`config.mk`:
```
export PLATFORM = sky130hd
export DESIGN_NAME = charlieplex_led_pwm_scanner
export DESIGN_NICKNAME = d
export VERILOG_FILES = /design/src/hdl/clp_pkg.sv /design/src/hdl/clp_led_decode.sv /design/src/hdl/clp_duty_store.sv /design/src/hdl/clp_result_skid.sv /design/src/hdl/charlieplex_led_pwm_scanner.sv
export SDC_FILE = /design/constraint.sdc
export NUM_CORES = 1
export LEC_CHECK = 0
export ABC_CLOCK_PERIOD_IN_PS = 9400
export BUFFER_PORTS_ARGS = -buffer_cell sky130_fd_sc_hd__buf_2
export CAP_MARGIN = 10
export CORE_MARGIN = 10
export CORE_UTILIZATION = 40
export DETAILED_ROUTE_END_ITERATION = 12
export SLEW_MARGIN = 40
export SYNTH_ARGS = -nofsm -noshare
export SYNTH_HDL_FRONTEND = slang
export SYNTH_HIERARCHICAL = 1
export SYNTH_SLANG_ARGS = --single-unit
```
`constraint.sdc`:
```
create_clock -name i_clk -period 9.4 [get_ports i_clk]
set_input_delay 0.94 -clock i_clk [delete_from_list [all_inputs] [get_ports i_clk]]
set_output_delay 0.94 -clock i_clk [all_outputs]
set_load 0.05 [all_outputs]
```
`src/hdl/clp_pkg.sv`:
```
`timescale 1ns / 1ps
`default_nettype none

package clp_pkg;

    localparam int CLP_PORT_BITS  = 8;
    localparam int CLP_MAX_PINS   = 8;
    localparam int CLP_MAX_LEDS   = 56;
    localparam int CLP_SLOT_TICKS = 16;
    localparam int CLP_DUTY_MAX   = 16;
    localparam int CLP_DUTY_W     = 5;
    localparam int CLP_LED_W      = 6;
    localparam int CLP_PIN_W      = 3;
    localparam int CLP_NPIN_W     = 4;
    localparam int CLP_TABLE_SIZE = 256;

    localparam logic [1:0] CLP_OP_TICK  = 2'd0;
    localparam logic [1:0] CLP_OP_SET   = 2'd1;
    localparam logic [1:0] CLP_OP_CLEAR = 2'd2;

    localparam logic [1:0] CLP_REG_FIRST_PIN = 2'd0;
    localparam logic [1:0] CLP_REG_PINS      = 2'd1;

    typedef logic [CLP_PORT_BITS-1:0] t_port;

    typedef struct packed {
        logic                 found;
        logic [CLP_PIN_W-1:0] lo;
        logic [CLP_PIN_W-1:0] hi;
    } t_pair;

    typedef t_pair [CLP_TABLE_SIZE-1:0] t_pair_table;

    typedef struct packed {
        t_port                dir;
        t_port                val;
        logic [CLP_LED_W-1:0] led;
    } t_result;

    // index is {pin count - 2, pair number}
    function automatic t_pair_table clp_build_pairs();
        t_pair_table tbl;
        int          k;
        int          idx;
        tbl = '0;
        for (int p = 2; p <= CLP_MAX_PINS; p++) begin
            k = 0;
            for (int i = 0; i < p; i++) begin
                for (int j = i + 1; j < p; j++) begin
                    idx = (p - 2) * 32 + k;
                    tbl[idx].found = 1'b1;
                    tbl[idx].lo    = CLP_PIN_W'(i);
                    tbl[idx].hi    = CLP_PIN_W'(j);
                    k++;
                end
            end
        end
        return tbl;
    endfunction

    localparam t_pair_table CLP_PAIR_TABLE = clp_build_pairs();

    function automatic logic [CLP_LED_W-1:0] clp_led_count(input logic [CLP_NPIN_W-1:0] pins);
        logic [7:0] prod;
        prod = {4'b0, pins} * ({4'b0, pins} - 8'd1);
        return prod[CLP_LED_W-1:0];
    endfunction

endpackage

`default_nettype wire

```
`src/hdl/clp_led_decode.sv`:
```
`timescale 1ns / 1ps
`default_nettype none

module clp_led_decode
    import clp_pkg::*;
(
    input  wire logic [CLP_LED_W-1:0] i_led,
    input  wire logic [2:0]           i_pin_code,
    input  wire logic [CLP_PIN_W-1:0] i_first_pin,
    output t_port                     o_dir,
    output t_port                     o_val
);

    t_pair      pair;
    logic [3:0] pos_lo;
    logic [3:0] pos_hi;
    t_port      bit_lo;
    t_port      bit_hi;

    always_comb begin
        pair   = CLP_PAIR_TABLE[{i_pin_code, i_led[CLP_LED_W-1:1]}];
        pos_lo = {1'b0, i_first_pin} + {1'b0, pair.lo};
        pos_hi = {1'b0, i_first_pin} + {1'b0, pair.hi};
        bit_lo = (pos_lo < 4'(CLP_PORT_BITS)) ? (t_port'(1) << pos_lo) : '0;
        bit_hi = (pos_hi < 4'(CLP_PORT_BITS)) ? (t_port'(1) << pos_hi) : '0;
        if (pair.found) begin
            o_dir = bit_lo | bit_hi;
            o_val = i_led[0] ? bit_hi : bit_lo;
        end else begin
            o_dir = '0;
            o_val = '0;
        end
    end

endmodule

`default_nettype wire

```
`src/hdl/clp_duty_store.sv`:
```
`timescale 1ns / 1ps
`default_nettype none

module clp_duty_store
    import clp_pkg::*;
#(
    parameter int DEPTH = CLP_MAX_LEDS,
    parameter int AW    = $clog2(CLP_MAX_LEDS)
) (
    input  wire logic                  i_clk,
    input  wire logic                  i_rst_n,
    input  wire logic                  i_wr_en,
    input  wire logic [AW-1:0]         i_wr_addr,
    input  wire logic [CLP_DUTY_W-1:0] i_wr_data,
    input  wire logic                  i_clear,
    input  wire logic [AW-1:0]         i_rd_addr,
    output logic      [CLP_DUTY_W-1:0] o_rd_data
);

    logic [CLP_DUTY_W-1:0] r_mem [DEPTH];
    logic [DEPTH-1:0]      r_valid;
    logic [DEPTH-1:0]      n_valid;
    logic [CLP_DUTY_W-1:0] r_rd_data;
    logic                  r_rd_valid;

    always_comb begin
        n_valid = r_valid;
        if (i_clear) begin
            n_valid = '0;
        end else if (i_wr_en) begin
            n_valid[i_wr_addr] = 1'b1;
        end
    end

    always_ff @(posedge i_clk) begin
        if (!i_rst_n) begin
            r_valid    <= '0;
            r_rd_valid <= 1'b0;
        end else begin
            r_valid    <= n_valid;
            r_rd_valid <= n_valid[i_rd_addr];
        end
    end

    // write-first: a same-cycle write to the read address is forwarded
    always_ff @(posedge i_clk) begin
        if (i_wr_en) begin
            r_mem[i_wr_addr] <= i_wr_data;
        end
        r_rd_data <= (i_wr_en && (i_wr_addr == i_rd_addr)) ? i_wr_data : r_mem[i_rd_addr];
    end

    assign o_rd_data = r_rd_valid ? r_rd_data : '0;

endmodule

`default_nettype wire

```
`src/hdl/clp_result_skid.sv`:
```
`timescale 1ns / 1ps
`default_nettype none

module clp_result_skid
    import clp_pkg::*;
(
    input  wire logic    i_clk,
    input  wire logic    i_rst_n,
    input  wire logic    i_push,
    input  wire t_result i_data,
    output logic         o_full,
    output logic         o_out_valid,
    input  wire logic    i_out_ready,
    output t_result      o_data
);

    logic    r_main_valid;
    logic    r_skid_valid;
    t_result r_main;
    t_result r_skid;
    logic    pop;

    assign pop = r_main_valid && i_out_ready;

    always_ff @(posedge i_clk) begin
        if (!i_rst_n) begin
            r_main_valid <= 1'b0;
            r_skid_valid <= 1'b0;
        end else if (i_push) begin
            if (!r_main_valid || pop) begin
                r_main_valid <= 1'b1;
            end else begin
                r_skid_valid <= 1'b1;
            end
        end else if (pop) begin
            r_main_valid <= r_skid_valid;
            r_skid_valid <= 1'b0;
        end
    end

    always_ff @(posedge i_clk) begin
        if (i_push) begin
            if (!r_main_valid || pop) begin
                r_main <= i_data;
            end else begin
                r_skid <= i_data;
            end
        end else if (pop && r_skid_valid) begin
            r_main <= r_skid;
        end
    end

    assign o_full      = r_skid_valid;
    assign o_out_valid = r_main_valid;
    assign o_data      = r_main;

endmodule

`default_nettype wire

```
`src/hdl/charlieplex_led_pwm_scanner.sv`:
```
`timescale 1ns / 1ps
`default_nettype none

// Charlieplexed LED PWM scanner.
// Input channel (i_in_valid / o_in_ready) carries one item: a tick, a
// set of one LED duty, or a clear of all duties. Every accepted item gives
// one result on the output channel (o_out_valid / i_out_ready): port
// direction bits, port value bits and the LED owning the scan slot.
// Each result is registered into the output buffer; one item is accepted
// every cycle while that buffer is not full. The duty of the next LED in the
// scan is read ahead from the duty memory, so it is ready at a slot change.
// A two-entry result buffer sits on the output: when the receiver stalls,
// one more item is accepted and o_in_ready then drops until a result is
// taken. Results are never dropped.
// Configuration writes (i_cfg_write, i_cfg_index, i_cfg_data) take effect
// at once, blank the port and restart the scan at LED 0; duties are kept.
// Synchronous reset clears all duties, blanks the port, sets the first
// pin to 0 and the pin count to 8, and empties the result buffer.
module charlieplex_led_pwm_scanner
    import clp_pkg::*;
#(
    parameter int MAX_LEDS   = CLP_MAX_LEDS,
    parameter int SLOT_TICKS = CLP_SLOT_TICKS
) (
    input  wire logic                  i_clk,
    input  wire logic                  i_rst_n,
    input  wire logic                  i_in_valid,
    output logic                       o_in_ready,
    input  wire logic [1:0]            i_operation,
    input  wire logic [CLP_LED_W-1:0]  i_led_index,
    input  wire logic [CLP_DUTY_W-1:0] i_duty,
    output logic                       o_out_valid,
    input  wire logic                  i_out_ready,
    output logic [CLP_PORT_BITS-1:0]   o_port_direction,
    output logic [CLP_PORT_BITS-1:0]   o_port_value,
    output logic [CLP_LED_W-1:0]       o_active_led,
    input  wire logic                  i_cfg_write,
    input  wire logic [1:0]            i_cfg_index,
    input  wire logic [CLP_NPIN_W-1:0] i_cfg_data
);

    localparam int AW         = $clog2(MAX_LEDS);
    localparam int TICK_W     = $clog2(SLOT_TICKS);
    localparam int CNT_W      = $clog2(SLOT_TICKS + 1);
    localparam int CMP_W      = (CNT_W > CLP_DUTY_W) ? CNT_W : CLP_DUTY_W;
    localparam int DUTY_LIMIT = (CLP_DUTY_MAX < SLOT_TICKS) ? CLP_DUTY_MAX : SLOT_TICKS;

    logic [CLP_PIN_W-1:0]  r_first_pin, n_first_pin;
    logic [CLP_NPIN_W-1:0] r_pins, n_pins;
    logic [TICK_W-1:0]     r_tick, n_tick;
    logic [CLP_LED_W-1:0]  r_led, n_led;
    logic [CLP_DUTY_W-1:0] r_cur_duty, n_cur_duty;
    t_port                 r_dir, n_dir;
    t_port                 r_val, n_val;

    logic                  accept;
    logic                  buf_full;
    logic [CLP_NPIN_W-1:0] pin_count;
    logic [2:0]            pin_code;
    logic [CLP_LED_W-1:0]  count_raw;
    logic [CLP_LED_W-1:0]  led_count;
    logic [CLP_LED_W:0]    led_inc;
    logic [CLP_LED_W-1:0]  next_led;
    t_port                 cur_dir, cur_val;
    t_port                 nxt_dir, nxt_val;
    logic [CLP_DUTY_W-1:0] next_duty;
    logic [CLP_DUTY_W-1:0] sat_duty;
    logic [CNT_W-1:0]      tick_inc;
    logic                  release_hit;
    logic                  slot_end;
    logic                  duty_wr;
    logic                  duty_clr;
    t_result               result;
    t_result               out_data;

    assign accept     = i_in_valid && o_in_ready;
    assign o_in_ready = !buf_full;

    always_comb begin
        if (r_pins < 4'd2) begin
            pin_count = 4'd2;
        end else if (r_pins > 4'(CLP_PORT_BITS)) begin
            pin_count = 4'(CLP_PORT_BITS);
        end else begin
            pin_count = r_pins;
        end
        pin_code  = 3'(pin_count - 4'd2);
        count_raw = clp_led_count(pin_count);
        led_count = (count_raw > CLP_LED_W'(MAX_LEDS)) ? CLP_LED_W'(MAX_LEDS) : count_raw;
        led_inc   = {1'b0, r_led} + 7'd1;
        next_led  = (led_inc >= {1'b0, led_count}) ? '0 : led_inc[CLP_LED_W-1:0];
        sat_duty  = (i_duty > CLP_DUTY_W'(DUTY_LIMIT)) ? CLP_DUTY_W'(DUTY_LIMIT) : i_duty;
    end

    clp_led_decode u_cur_decode (
        .i_led       (r_led),
        .i_pin_code  (pin_code),
        .i_first_pin (r_first_pin),
        .o_dir       (cur_dir),
        .o_val       (cur_val)
    );

    clp_led_decode u_nxt_decode (
        .i_led       (next_led),
        .i_pin_code  (pin_code),
        .i_first_pin (r_first_pin),
        .o_dir       (nxt_dir),
        .o_val       (nxt_val)
    );

    clp_duty_store #(
        .DEPTH (MAX_LEDS),
        .AW    (AW)
    ) u_duty_store (
        .i_clk     (i_clk),
        .i_rst_n   (i_rst_n),
        .i_wr_en   (duty_wr),
        .i_wr_addr (i_led_index[AW-1:0]),
        .i_wr_data (sat_duty),
        .i_clear   (duty_clr),
        .i_rd_addr (next_led[AW-1:0]),
        .o_rd_data (next_duty)
    );

    always_comb begin
        n_first_pin = r_first_pin;
        n_pins      = r_pins;
        n_tick      = r_tick;
        n_led       = r_led;
        n_cur_duty  = r_cur_duty;
        n_dir       = r_dir;
        n_val       = r_val;
        duty_wr     = 1'b0;
        duty_clr    = 1'b0;
        tick_inc    = CNT_W'(r_tick) + CNT_W'(1);
        release_hit = (CMP_W'(r_cur_duty) == CMP_W'(tick_inc));
        slot_end    = (tick_inc >= CNT_W'(SLOT_TICKS));
        if (i_cfg_write && (i_cfg_index == CLP_REG_FIRST_PIN || i_cfg_index == CLP_REG_PINS)) begin
            if (i_cfg_index == CLP_REG_FIRST_PIN) begin
                n_first_pin = i_cfg_data[CLP_PIN_W-1:0];
            end else begin
                n_pins = i_cfg_data;
            end
            n_tick     = '0;
            n_led      = '0;
            n_cur_duty = '0;
            n_dir      = '0;
            n_val      = '0;
        end else if (accept) begin
            case (i_operation)
                CLP_OP_TICK: begin
                    if (release_hit) begin
                        n_dir = n_dir & ~cur_dir;
                        n_val = n_val & ~cur_val;
                    end
                    if (slot_end) begin
                        n_tick     = '0;
                        n_led      = next_led;
                        n_cur_duty = next_duty;
                        if (next_duty != '0) begin
                            n_dir = n_dir | nxt_dir;
                            n_val = n_val | nxt_val;
                        end
                    end else begin
                        n_tick = TICK_W'(tick_inc);
                    end
                end
                CLP_OP_SET: begin
                    duty_wr = (i_led_index < led_count);
                end
                CLP_OP_CLEAR: begin
                    duty_clr = 1'b1;
                end
                default: begin
                end
            endcase
        end
    end

    always_ff @(posedge i_clk) begin
        if (!i_rst_n) begin
            r_first_pin <= '0;
            r_pins      <= 4'd8;
            r_tick      <= '0;
            r_led       <= '0;
            r_cur_duty  <= '0;
            r_dir       <= '0;
            r_val       <= '0;
        end else begin
            r_first_pin <= n_first_pin;
            r_pins      <= n_pins;
            r_tick      <= n_tick;
            r_led       <= n_led;
            r_cur_duty  <= n_cur_duty;
            r_dir       <= n_dir;
            r_val       <= n_val;
        end
    end

    assign result.dir = n_dir;
    assign result.val = n_val;
    assign result.led = n_led;

    clp_result_skid u_result_skid (
        .i_clk       (i_clk),
        .i_rst_n     (i_rst_n),
        .i_push      (accept),
        .i_data      (result),
        .o_full      (buf_full),
        .o_out_valid (o_out_valid),
        .i_out_ready (i_out_ready),
        .o_data      (out_data)
    );

    assign o_port_direction = out_data.dir;
    assign o_port_value     = out_data.val;
    assign o_active_led     = out_data.led;

    a_val_within_dir: assert property (@(posedge i_clk) disable iff (!i_rst_n)
        (r_val & ~r_dir) == '0)
        else $error("driven-high bit without output enable");

    a_one_led_lit: assert property (@(posedge i_clk) disable iff (!i_rst_n)
        $countones(r_dir) <= 2 && $countones(r_val) <= 1)
        else $error("more than one LED driven");

    a_led_in_range: assert property (@(posedge i_clk) disable iff (!i_rst_n)
        r_led < led_count)
        else $error("scan LED beyond LED count");

    a_tick_in_range: assert property (@(posedge i_clk) disable iff (!i_rst_n)
        CNT_W'(r_tick) < CNT_W'(SLOT_TICKS))
        else $error("tick count past slot length");

    a_stall_has_result: assert property (@(posedge i_clk) disable iff (!i_rst_n)
        !o_in_ready |-> o_out_valid)
        else $error("input stalled with no pending result");

endmodule

`default_nettype wire

```
* Word level (Yosys, flattened, before mapping)
Memories as Yosys holds them, arrays and structs flattened. A register that Yosys moved wholly into a read port is not among the register bits.
Index checks and enable logic that the tools add are counted.
** Operators by class
- Equality and inequality tests :: 6
- Multipliers :: 1
- Add/sub/neg operators :: 8
- Reduce and logical (&&, ||, !) cells :: 23
- Multiplexer cells :: 64
- Bitwise operators :: 12
- Shift-type cells :: 4
- Magnitude comparators :: 16
** Operators with widths (count)
- $mux 8 :: 28
- $mux 56 :: 2
- $mux 22 :: 3
- $or 56x56->56 :: 1
- $mux 6 :: 6
- $or 8x8->8 :: 4
- $shl 1x4->8 const A :: 4
- $lt 8x9->1 const B :: 2
- $add 3x3->4 :: 4
- $and 8x8->8 :: 2
- $lt 4x4->1 const B :: 4
- $mux 1 :: 16
- $not 8->8 :: 2
- $lt 6x7->1 const B :: 2
- $mux 7 :: 2
- $reduce_and 2->1 :: 7
- $mux 4 :: 3
- $mux 5 :: 2
- $add 6x1->7 const B :: 1
- $ge 7x6->1 :: 1
- $bmux 1 s6 :: 1
- $demux 1 s6 :: 1
- $ge 6x1->1 const B :: 1
- $gt 6x6->1 const B :: 1
- 23 further kinds :: 34
** Word-level totals
- Flip-flop bits (word level) :: 141
- Memories kept :: 3
- ROM bits :: 3584
- Output and inout bits :: 24
- Logic and storage cells :: 154
- Memory bits (writable) :: 280
- Input port bits :: 24
** Memory list
- (name not given) :: words 256, width 7, read ports 1, clocked after Yosys merged registers in 0, wr ports 0, RTL line clp_led_decode.sv:21 : pair = CLP_PAIR_TABLE[{i_pin_code, i_led[CLP_LED_W-1:1]}];
- (name not given) :: words 256, width 7, read ports 1, clocked after Yosys merged registers in 0, wr ports 0, RTL line clp_led_decode.sv:21
- u_duty_store.r_mem :: words 56, width 5, read ports 1, clocked after Yosys merged registers in 1, wr ports 1, RTL line clp_duty_store.sv:20 : logic [CLP_DUTY_W-1:0] r_mem [DEPTH];

* Logic depth before layout (Yosys ltp)
Gate-level depths: netlist of the first run.
- Depth in word-level cells :: 25
- Mapped depth :: 45
- Gate-level depth less buffers :: 42

* By module
The synthesis of the first run kept the hierarchy.
** Modules (own cells, without submodules)
- clp_duty_store :: times used 1, area an instance 13716.9 sq um, cells an instance 831, seq. area each 9669.3 sq um
- charlieplex_led_pwm_scanner :: times used 1, area an instance 2771.4 sq um, cells an instance 353, seq. area each 760.7 sq um
- clp_result_skid :: times used 1, area an instance 1778.0 sq um, cells an instance 82, seq. area each 1361.3 sq um
- clp_led_decode at u_nxt_decode :: times used 1, area an instance 1745.4 sq um, cells an instance 256, seq. area each 0.0 sq um
- clp_led_decode at u_cur_decode :: times used 1, area an instance 1611.5 sq um, cells an instance 247, seq. area each 0.0 sq um

* Worst setup path before layout of the first run
Ideal clock, no wire load.
- Path type :: register -> register
- From :: register r_pins[2]
- To :: register u_result_skid.r_main (netlist bit u_result_skid/o_data[17]) (data pin)
- Library setup time :: 0.130 ns
- Required time :: 9.270 ns
- Buffers on the path :: 3
- Clock period less this slack :: 9.178 ns
- Cell stages (with the launch flop) :: 40
- Arrival time :: 9.048 ns
- Path slack :: 0.222 ns
- Path through :: dfxtp_1 -> o211ai_1 -> ha_1 -> inv_1 -> nor3_1 -> nand2_1 -> fa_1 -> fa_1 -> fa_1 -> inv_1 -> fa_1 -> xor2_1 -> xnor2_1 -> xnor2_1 -> or3_1 -> nand2_1 -> ha_1 -> o21a_1 -> [4 not listed] -> clkbuf_1 -> inv_1 -> ha_1 -> clkbuf_2 -> nor2_1 -> a21oi_1 -> a211o_1 -> a32oi_1 -> o221ai_1 -> ha_1 -> inv_1 -> fa_1 -> or3_1 -> o2bb2a_1 -> nor2_1 -> nand2_1 -> a311oi_1 -> mux2_2
** On the way
- Elaborated cells between the ends (all ways) :: 49
- Classes of those cells :: add/sub (6); mul (1); order compare (8); shift (4); mux (23); bitwise (5); memory (2)
** RTL lines
- from (decl) :: RTL line charlieplex_led_pwm_scanner.sv:49 : logic [CLP_NPIN_W-1:0] r_pins, n_pins;
- from (signal assigned) :: RTL line charlieplex_led_pwm_scanner.sv:191 : r_pins <= n_pins;
- $gt 4x4->1 :: RTL line charlieplex_led_pwm_scanner.sv:82 : end else if (r_pins > 4'(CLP_PORT_BITS)) begin
- $mux 4 :: RTL line charlieplex_led_pwm_scanner.sv:82
- $mux 4 * :: RTL line charlieplex_led_pwm_scanner.sv:80 : if (r_pins < 4'd2) begin
- $sub 4x1->5 :: RTL line clp_pkg.sv:65 : prod = {4'b0, pins} * ({4'b0, pins} - 8'd1);
- $mul 5x5->6 * :: RTL line clp_pkg.sv:65
- $gt 6x6->1 :: RTL line charlieplex_led_pwm_scanner.sv:89 : led_count = (count_raw > CLP_LED_W'(MAX_LEDS)) ? CLP_LED_W'(MAX_LEDS) : count_raw;
- $mux 6 * :: RTL line charlieplex_led_pwm_scanner.sv:89
- $ge 7x6->1 * :: RTL line charlieplex_led_pwm_scanner.sv:91 : next_led = (led_inc >= {1'b0, led_count}) ? '0 : led_inc[CLP_LED_W-1:0];
- [1 not listed]
- named net next_led[2] :: RTL line charlieplex_led_pwm_scanner.sv:63 : logic [CLP_LED_W-1:0] next_led;
- [7 not listed]
- named net nxt_dir[3] :: RTL line charlieplex_led_pwm_scanner.sv:65 : t_port nxt_dir, nxt_val;
- [1 not listed]
- $mux 8 * :: RTL line charlieplex_led_pwm_scanner.sv:160 : if (next_duty != '0) begin
- $mux 8 * :: RTL line charlieplex_led_pwm_scanner.sv:156 : if (slot_end) begin
- $mux 8 * :: RTL line charlieplex_led_pwm_scanner.sv:150 : case (i_operation)
- $mux 8 * :: RTL line charlieplex_led_pwm_scanner.sv:149 : end else if (accept) begin
- $mux 8 * :: RTL line charlieplex_led_pwm_scanner.sv:138 : if (i_cfg_write && (i_cfg_index == CLP_REG_FIRST_PIN || i_cfg_index == CLP_REG_PINS)) begin
- named net n_dir[3] :: RTL line charlieplex_led_pwm_scanner.sv:53 : t_port r_dir, n_dir;
- $mux 22 * :: RTL line clp_result_skid.sv:43 : if (!r_main_valid || pop) begin
- $mux 22 * :: RTL line clp_result_skid.sv:42 : if (i_push) begin
- to (signal assigned) :: RTL line clp_result_skid.sv:44 : r_main <= i_data;
- to (signal assigned) :: RTL line clp_result_skid.sv:49 : r_main <= r_skid;
- to (decl) :: RTL line clp_result_skid.sv:19 : t_result r_main;
Mark *: on every way through the listed nets, which the timed path passes. The rest lies on a longest branch. The select of a mux whose other input is x is not followed.
A chain may end at the register's enable or synchronous reset.

* Worst setup path after layout of the first run
- From :: register r_pins[1]
- To :: register u_result_skid.r_main (netlist bit u_result_skid/o_data[17]) (data pin)
** On the way
- Elaborated cells between the ends (all ways) :: 49
- Classes of those cells :: add/sub (6); mul (1); order compare (8); shift (4); mux (23); bitwise (5); memory (2)
** RTL lines
- $gt 4x4->1 :: RTL line charlieplex_led_pwm_scanner.sv:82
- $mux 4 :: RTL line charlieplex_led_pwm_scanner.sv:82
- $mux 4 * :: RTL line charlieplex_led_pwm_scanner.sv:80
- $sub 3x2->3 * :: RTL line charlieplex_led_pwm_scanner.sv:87 : pin_code = 3'(pin_count - 4'd2);
- named net pin_code[1] :: RTL line charlieplex_led_pwm_scanner.sv:59 : logic [2:0] pin_code;
- $mem_v2 256x7 *
- $mux 7 (not written as such) * :: RTL line clp_led_decode.sv:21
- $add 3x3->4, on equally long branches :: RTL line clp_led_decode.sv:22, clp_led_decode.sv:23
- [4 not listed]
- named net nxt_dir[3] :: RTL line charlieplex_led_pwm_scanner.sv:65
- [1 not listed]
- $mux 8 * :: RTL line charlieplex_led_pwm_scanner.sv:160
- $mux 8 * :: RTL line charlieplex_led_pwm_scanner.sv:156
- $mux 8 * :: RTL line charlieplex_led_pwm_scanner.sv:150
- $mux 8 * :: RTL line charlieplex_led_pwm_scanner.sv:149
- $mux 8 * :: RTL line charlieplex_led_pwm_scanner.sv:138
- named net n_dir[3] :: RTL line charlieplex_led_pwm_scanner.sv:53
- $mux 22 * :: RTL line clp_result_skid.sv:43
- $mux 22 * :: RTL line clp_result_skid.sv:42
Marked as above.

==> flow_metrics.tcl, run 1 <==
set metrics [dict create \
    status "finished, final reports clean" \
    syn_inst 1769 \
    via_per_inst 5.875 \
    seqCellArea_um2 11810 \
    cpPeakStageDelay_ns 0.54 \
    holdPathStages 2 \
    synth_edf_count 324 \
    pin_count 48 \
    synth_common_cells "edfxtp_1 (324), nor2_1 (231), a21oi_1 (126), nand2_1 (118), dfxtp_1 (103)" \
    grt_pass1_wl_um 86750 \
    synthTopCellsByArea "edfxtp_1 (45%), dfxtp_1 (9.5%), mux4_2 (9.3%), nor2_1 (4.0%), ha_1 (3.7%)" \
    worstRegToRegCells 40 \
    fmax_mhz 112.0 \
    period_minus_slack_ns 8.925 \
    worst-path-max-fanout 21 \
    synthFlopType "edfxtp_1" \
    dieArea_um2 63760 \
    finalPower_mw 4.137 \
    area_growth_pct 11.76 \
    synth_area_um2 21620 \
    htree_num_levels 2 \
    end_kind "register" \
    synthArstFlopShare 0 \
    num_antenna_cells 0 \
    multi_input_area_um2 9130 \
    skew_ns 0.01536 \
    ir_drop_uv 155.0 \
    first_iter_violations 1649 \
    cp.arrival_ns 9.24 \
    numCtsBuffers 43 \
    num_vias 14770 \
    ant_nets 0 \
    hold_violations 0 \
    setup_violations 0 \
    cp_data_required_time_ns 9.72 \
    stdcell_count 2514 \
    slew_headroom 0.4365 \
    ys_seq_elements 427 \
    fin_crit_sh 0.9494 \
    ctsHoldBuffers 0 \
    first_global_vias 14400 \
    grt_usage 0.1723 \
    hpwl_um 37060 \
    clk_pin_slew_ns 0.06 \
    place_congestion 0.8729 \
    grt_overflow 0 \
    fillers 4786 \
    p_leak_nw 8.259 \
    synth.most_common_cell "edfxtp_1" \
    yosys_warnings 6 \
    clock_latency_ns 0.57 \
    slew_viol_final 0 \
    clock-root-buffer "clkbuf_16" \
    die_h_um 252.5 \
    cp_slowest_cell "fa_1" \
    hold_path.class "register to register" \
    wl_per_cell_um 22.08 \
    cts.sink_count 427 \
    powerDensity_nw_per_um2 171.2 \
    fp.dieW_um 252.5 \
    worst_pin_slew_ns 0.8421 \
    syn_nets 1866 \
    ys_seq_area_frac 0.5453 \
    fin_nets 1880 \
    fp-row-count 85 \
    io_buffers 47 \
    antenna_found_initial 0 \
    setup_ws_ns 0.4752 \
    synth.avg_cell_area_um2 12.22 \
    drv_cap 0 \
    cts_tree "done" \
    wirelength_um 55510 \
    clockBufferDepth 3 \
    drc_errors 0 \
    firstDrtPassIters 6 \
    start_util 0.4026 \
    drive_above_1_share 0.1887 \
    synth_cell_types 105 \
    grt_max_degree 61 \
    path_class "register to register" \
    yosys.area.top_type "edfxtp_1" \
    synth_top_area_frac 0.4499 \
    fp.coreArea_um2 53710 \
    place_ws_ns 0.1899 \
    dpl.cell_count 2432 \
    start_kind "register" \
]
per-layer routing:
metal | global-route usage | vias up | wire, um
met5 | 0 | - | 0
met3 | 0.02056 | 63 | 3046
met1 | 0.2466 | 7492 | 25420
met4 | 0.03981 | 0 | 971
met2 | 0.2749 | 499 | 26070
li1 | - | 6715 | -
through the flow:
| step | setup TNS, ns | cell area [um2] | hold WS, ns | utilization |
|---|---|---|---|---|
| after floorplan | 0 | 21620 | 0.4214 | - |
| after global placement | 0 | 22490 | 0.4331 | 0.4188 |
| after detailed placement | 0 | 22500 | 0.4439 | 0.4190 |
| after CTS | 0 | 23990 | 0.4573 | 0.4468 |
| after global routing | -0.1052 | 24170 | 0.4682 | 0.4500 |
| final | 0 | 24170 | 0.4588 | 0.4500 |
worst paths after layout:
| path | from | to | slack (ns) |
|---|---|---|---|
| worst min-delay path | u_duty_store/r_valid[7] | u_duty_store/r_valid[7] | 0.46 |
| worst max-delay path | r_pins[1] | u_result_skid/o_data[17] | 0.48 |
| worst max register to register | r_pins[1] | u_result_skid/o_data[17] | 0.48 |
| worst min register to register | u_duty_store/r_valid[7] | u_duty_store/r_valid[7] | 0.46 |
cells by family after synthesis:
group                    Yosys count  synth area share
flip-flops                       427            0.5453
buffers and inverters            192           0.04074
adder cells (fa/ha/maj)           73           0.04537
AND/OR/NAND/NOR                  569            0.1289
AO/OA/AOI/OAI                    349            0.1106
XOR/XNOR                          24           0.01105
multiplexers                     135            0.1180
power breakdown:
group / leakage (nW) / total [mW] / internal, mW / switching, mW
combinational: 3.76 / 0.274 / 0.0905 / 0.184
clock: 0.725 / 1.81 / 1.08 / 0.732
sequential: 3.77 / 2.05 / 2.04 / 0.0110
final cells by class:
type                            count  share of cell area
Clock buffer                       58             0.04851
Inverter                           73             0.01134
Clock inverter                     22             0.01320
Multi-Input combinational cell   1150              0.3778
Tap cell                          696             0.03603
Sequential cell                   427              0.4885
Timing Repair Buffer               88             0.02464
critical path: cells and delay by family, from the launching register on:
family          cells  cell delay, ns
mux                 1            0.31
xor+xnor            3            0.51
buf+inv             9            0.89
fa+ha+maj           9            3.17
simple gates        9            1.78
flops               1            0.35
compound gates      9            1.63
timing repair:
action,in CTS,in global routing
setup endpoints to repair,0,47
gates resized for setup,0,35
buffers inserted,0,1
registers in the layout (all words and copies together) (netlist names), 5 cells and up, named ones only:
| register | count |
|---|---|
| r_cur_duty | 5 |
| u_result_skid/o_data | 22 |
| r_dir | 8 |
| r_val | 8 |
| u_duty_store/r_valid | 56 |
| u_result_skid/r_skid | 22 |
| r_led | 6 |
| u_duty_store/r_mem | 280 |
placed cells by master, fill, tap and decap left out, types with 19 or more instances in the layout:
master and n:
nor2b_1 29, nor2_1 227, mux2i_1 24, inv_1 66
a211oi_1 19, buf_4 37, buf_2 46, nand3_1 28
ha_1 59, clkbuf_16 44, dfxtp_1 98, a21oi_1 123
nor3_1 25, o21ai_0 37, mux4_2 89, edfxtp_1 324
nand2_1 117
Power figures use the tool's default switching activity.
==> inputs of run 2 (changes only) <==
--- a/config.mk
+++ b/config.mk
@@ -9,8 +9,9 @@
 export BUFFER_PORTS_ARGS = -buffer_cell sky130_fd_sc_hd__buf_2
 export CAP_MARGIN = 10
 export CORE_MARGIN = 10
-export CORE_UTILIZATION = 40
+export CORE_UTILIZATION = 55
 export DETAILED_ROUTE_END_ITERATION = 12
+export PLACE_DENSITY = 0.74
 export SLEW_MARGIN = 40
 export SYNTH_ARGS = -nofsm -noshare
 export SYNTH_HDL_FRONTEND = slang
==> run 2 against run 1 <==
- fmax fell by 0.72%
- sequential share of layout area rose by 0.64 points
- clock-buffer cell count fell by 7
- clock power shrank 9%
- combinational power grew 2%
- register-to-register slack got worse by 0.07 ns
- non-clock buffer count increased by 3
- global-route usage is 5.1 points higher
- worst hold slack worse by 0.0053 ns
- sequential cell count did not move
- core utilization up 17 points
- largest power group unchanged
- highest routed layer unchanged
==> flow_metrics.tcl, run 2 (synthesis results as in run 1) <==
set metrics [dict create \
    fmax_mhz 111.2 \
    grt_overflow 0 \
    place_ws_ns 0.02742 \
    dieArea_um2 47650 \
    wirelength_um 53670 \
    largest-register "u_duty_store/r_mem" \
    start_kind "register" \
    slew_headroom 0.4262 \
    fp.dieW_um 218.3 \
    place_congestion 0.9383 \
    start_util 0.5582 \
    grt_pass1_wl_um 84300 \
    status "finished, final reports clean" \
    first_iter_violations 1895 \
    dpl.cell_count 2255 \
    period_minus_slack_ns 8.990 \
    first_global_vias 14580 \
    hpwl_um 36340 \
    stdcell_count 2338 \
    cp_data_required_time_ns 9.82 \
    finalPower_mw 3.982 \
    grt_usage 0.2234 \
    end_kind "register" \
    skew_ns 0.01593 \
    fp.coreArea_um2 38740 \
    timing.rr.start "r_pins[3]" \
    ctsHoldBuffers 0 \
    clock-root-buffer "clkbuf_16" \
    final_cell_mix "edfxtp_1 (324), nor2_1 (228), a21oi_1 (125)" \
    wl_per_cell_um 22.96 \
    drc_errors 0 \
    final_common_cell "edfxtp_1" \
    pin_count 48 \
    antenna_found_initial 0 \
    num_vias 14870 \
    hold_violations 0 \
    via_per_inst 6.360 \
    largest_register_ffs 280 \
    cts_tree "done" \
    drv_cap 0 \
    crit_start "r_pins[3]" \
    die_h_um 218.3 \
    clk_pin_slew_ns 0.06 \
    worst_hold_startpoint "u_duty_store/r_valid[7]" \
    hold_path.class "register to register" \
    cpPeakStageDelay_ns 0.55 \
    ant_nets 0 \
    htree_num_levels 2 \
    fin_nets 1883 \
    cp_slowest_cell "fa_1" \
    reg.largest.list "u_duty_store/r_mem x280, u_duty_store/r_valid x56" \
    ir_drop_uv 220.8 \
    area_growth_pct 10.28 \
    clockBufferDepth 3 \
    cts.sink_count 427 \
    cp.arrival_ns 9.41 \
    fin_crit_sh 0.9564 \
    setup_ws_ns 0.4102 \
    clock_latency_ns 0.56 \
    numCtsBuffers 43 \
    powerDensity_nw_per_um2 167.0 \
    grt_max_degree 71 \
    firstDrtPassIters 5 \
    fp-row-count 72 \
    setup_violations 0 \
    worst_pin_slew_ns 0.8576 \
    path_class "register to register" \
    io_buffers 47 \
    num_antenna_cells 0 \
    p_leak_nw 8.223 \
    drive_above_1_share 0.1841 \
    worst-path-max-fanout 28 \
    slew_viol_final 0 \
]
## run 2: changes by cell type in the layout (fill, tap and decap cells not counted), sizes merged
cell      delta
buf          +4
bufinv       -4
clkbuf       -8
clkinv      +10
clkinvlp     -1
inv          +1
## run 2: path summary, 6_finish.rpt
kind,end,slack [ns],depth (start not counted)
setup reg to reg,u_result_skid/o_data[17],0.41,36
hold reg to reg,u_duty_store/r_valid[7],0.45,2
hold / removal,u_duty_store/r_valid[7],0.45,2
setup / recovery,u_result_skid/o_data[17],0.41,36
## run 2: critical path: cells and delay by family, from the launching register on
family,cells,cell delay [ns]
adder cells (fa/ha/maj),7,2.79
AO/OA/AOI/OAI,11,2.34
AND/OR/NAND/NOR,9,1.97
buffers and inverters,5,0.69
XOR/XNOR,3,0.48
flip-flops,1,0.40
multiplexers,1,0.19
## run 2: power breakdown
part           total [mW]  internal, mW  switching, mW
sequential           2.05          2.04         0.0111
combinational       0.279        0.0953          0.184
clock                1.65         0.931          0.718
## run 2: final cells by class
class	count	area [um2]
flip-flops and latches	427	11800
clock buffers	51	1106
clock inverters	28	240.2
repair buffers	91	688.2
well taps	518	648.1
fillers	2968	14890
multi-input cells	1150	9087
inverters	73	274.0
## run 2: what timing repair did
item	in CTS	in global routing
buffers inserted	0	4
setup endpoints to repair	2	47
pin swaps	0	2
resized for setup	1	26
## run 2: layer usage
layer,vias to the layer above,part of all wire,track usage
met2,681,0.47,0.3511
met3,94,0.080,0.03522
met1,7356,0.43,0.3147
li1,6739,-,-
met5,-,0,0
met4,0,0.026,0.06827
## run 2: per-stage QoR
stage	setup TNS [ns]	hold slack (ns)	cell area, um2	util
final	0	0.4535	23850	0.6156
after floorplan	0	0.4214	21620	-
after global placement	0	0.4349	22190	0.5728
after global routing	-0.1792	0.4844	23850	0.6156
after CTS	0	0.4569	23710	0.6121
after detailed placement	0	0.4414	22360	0.5773
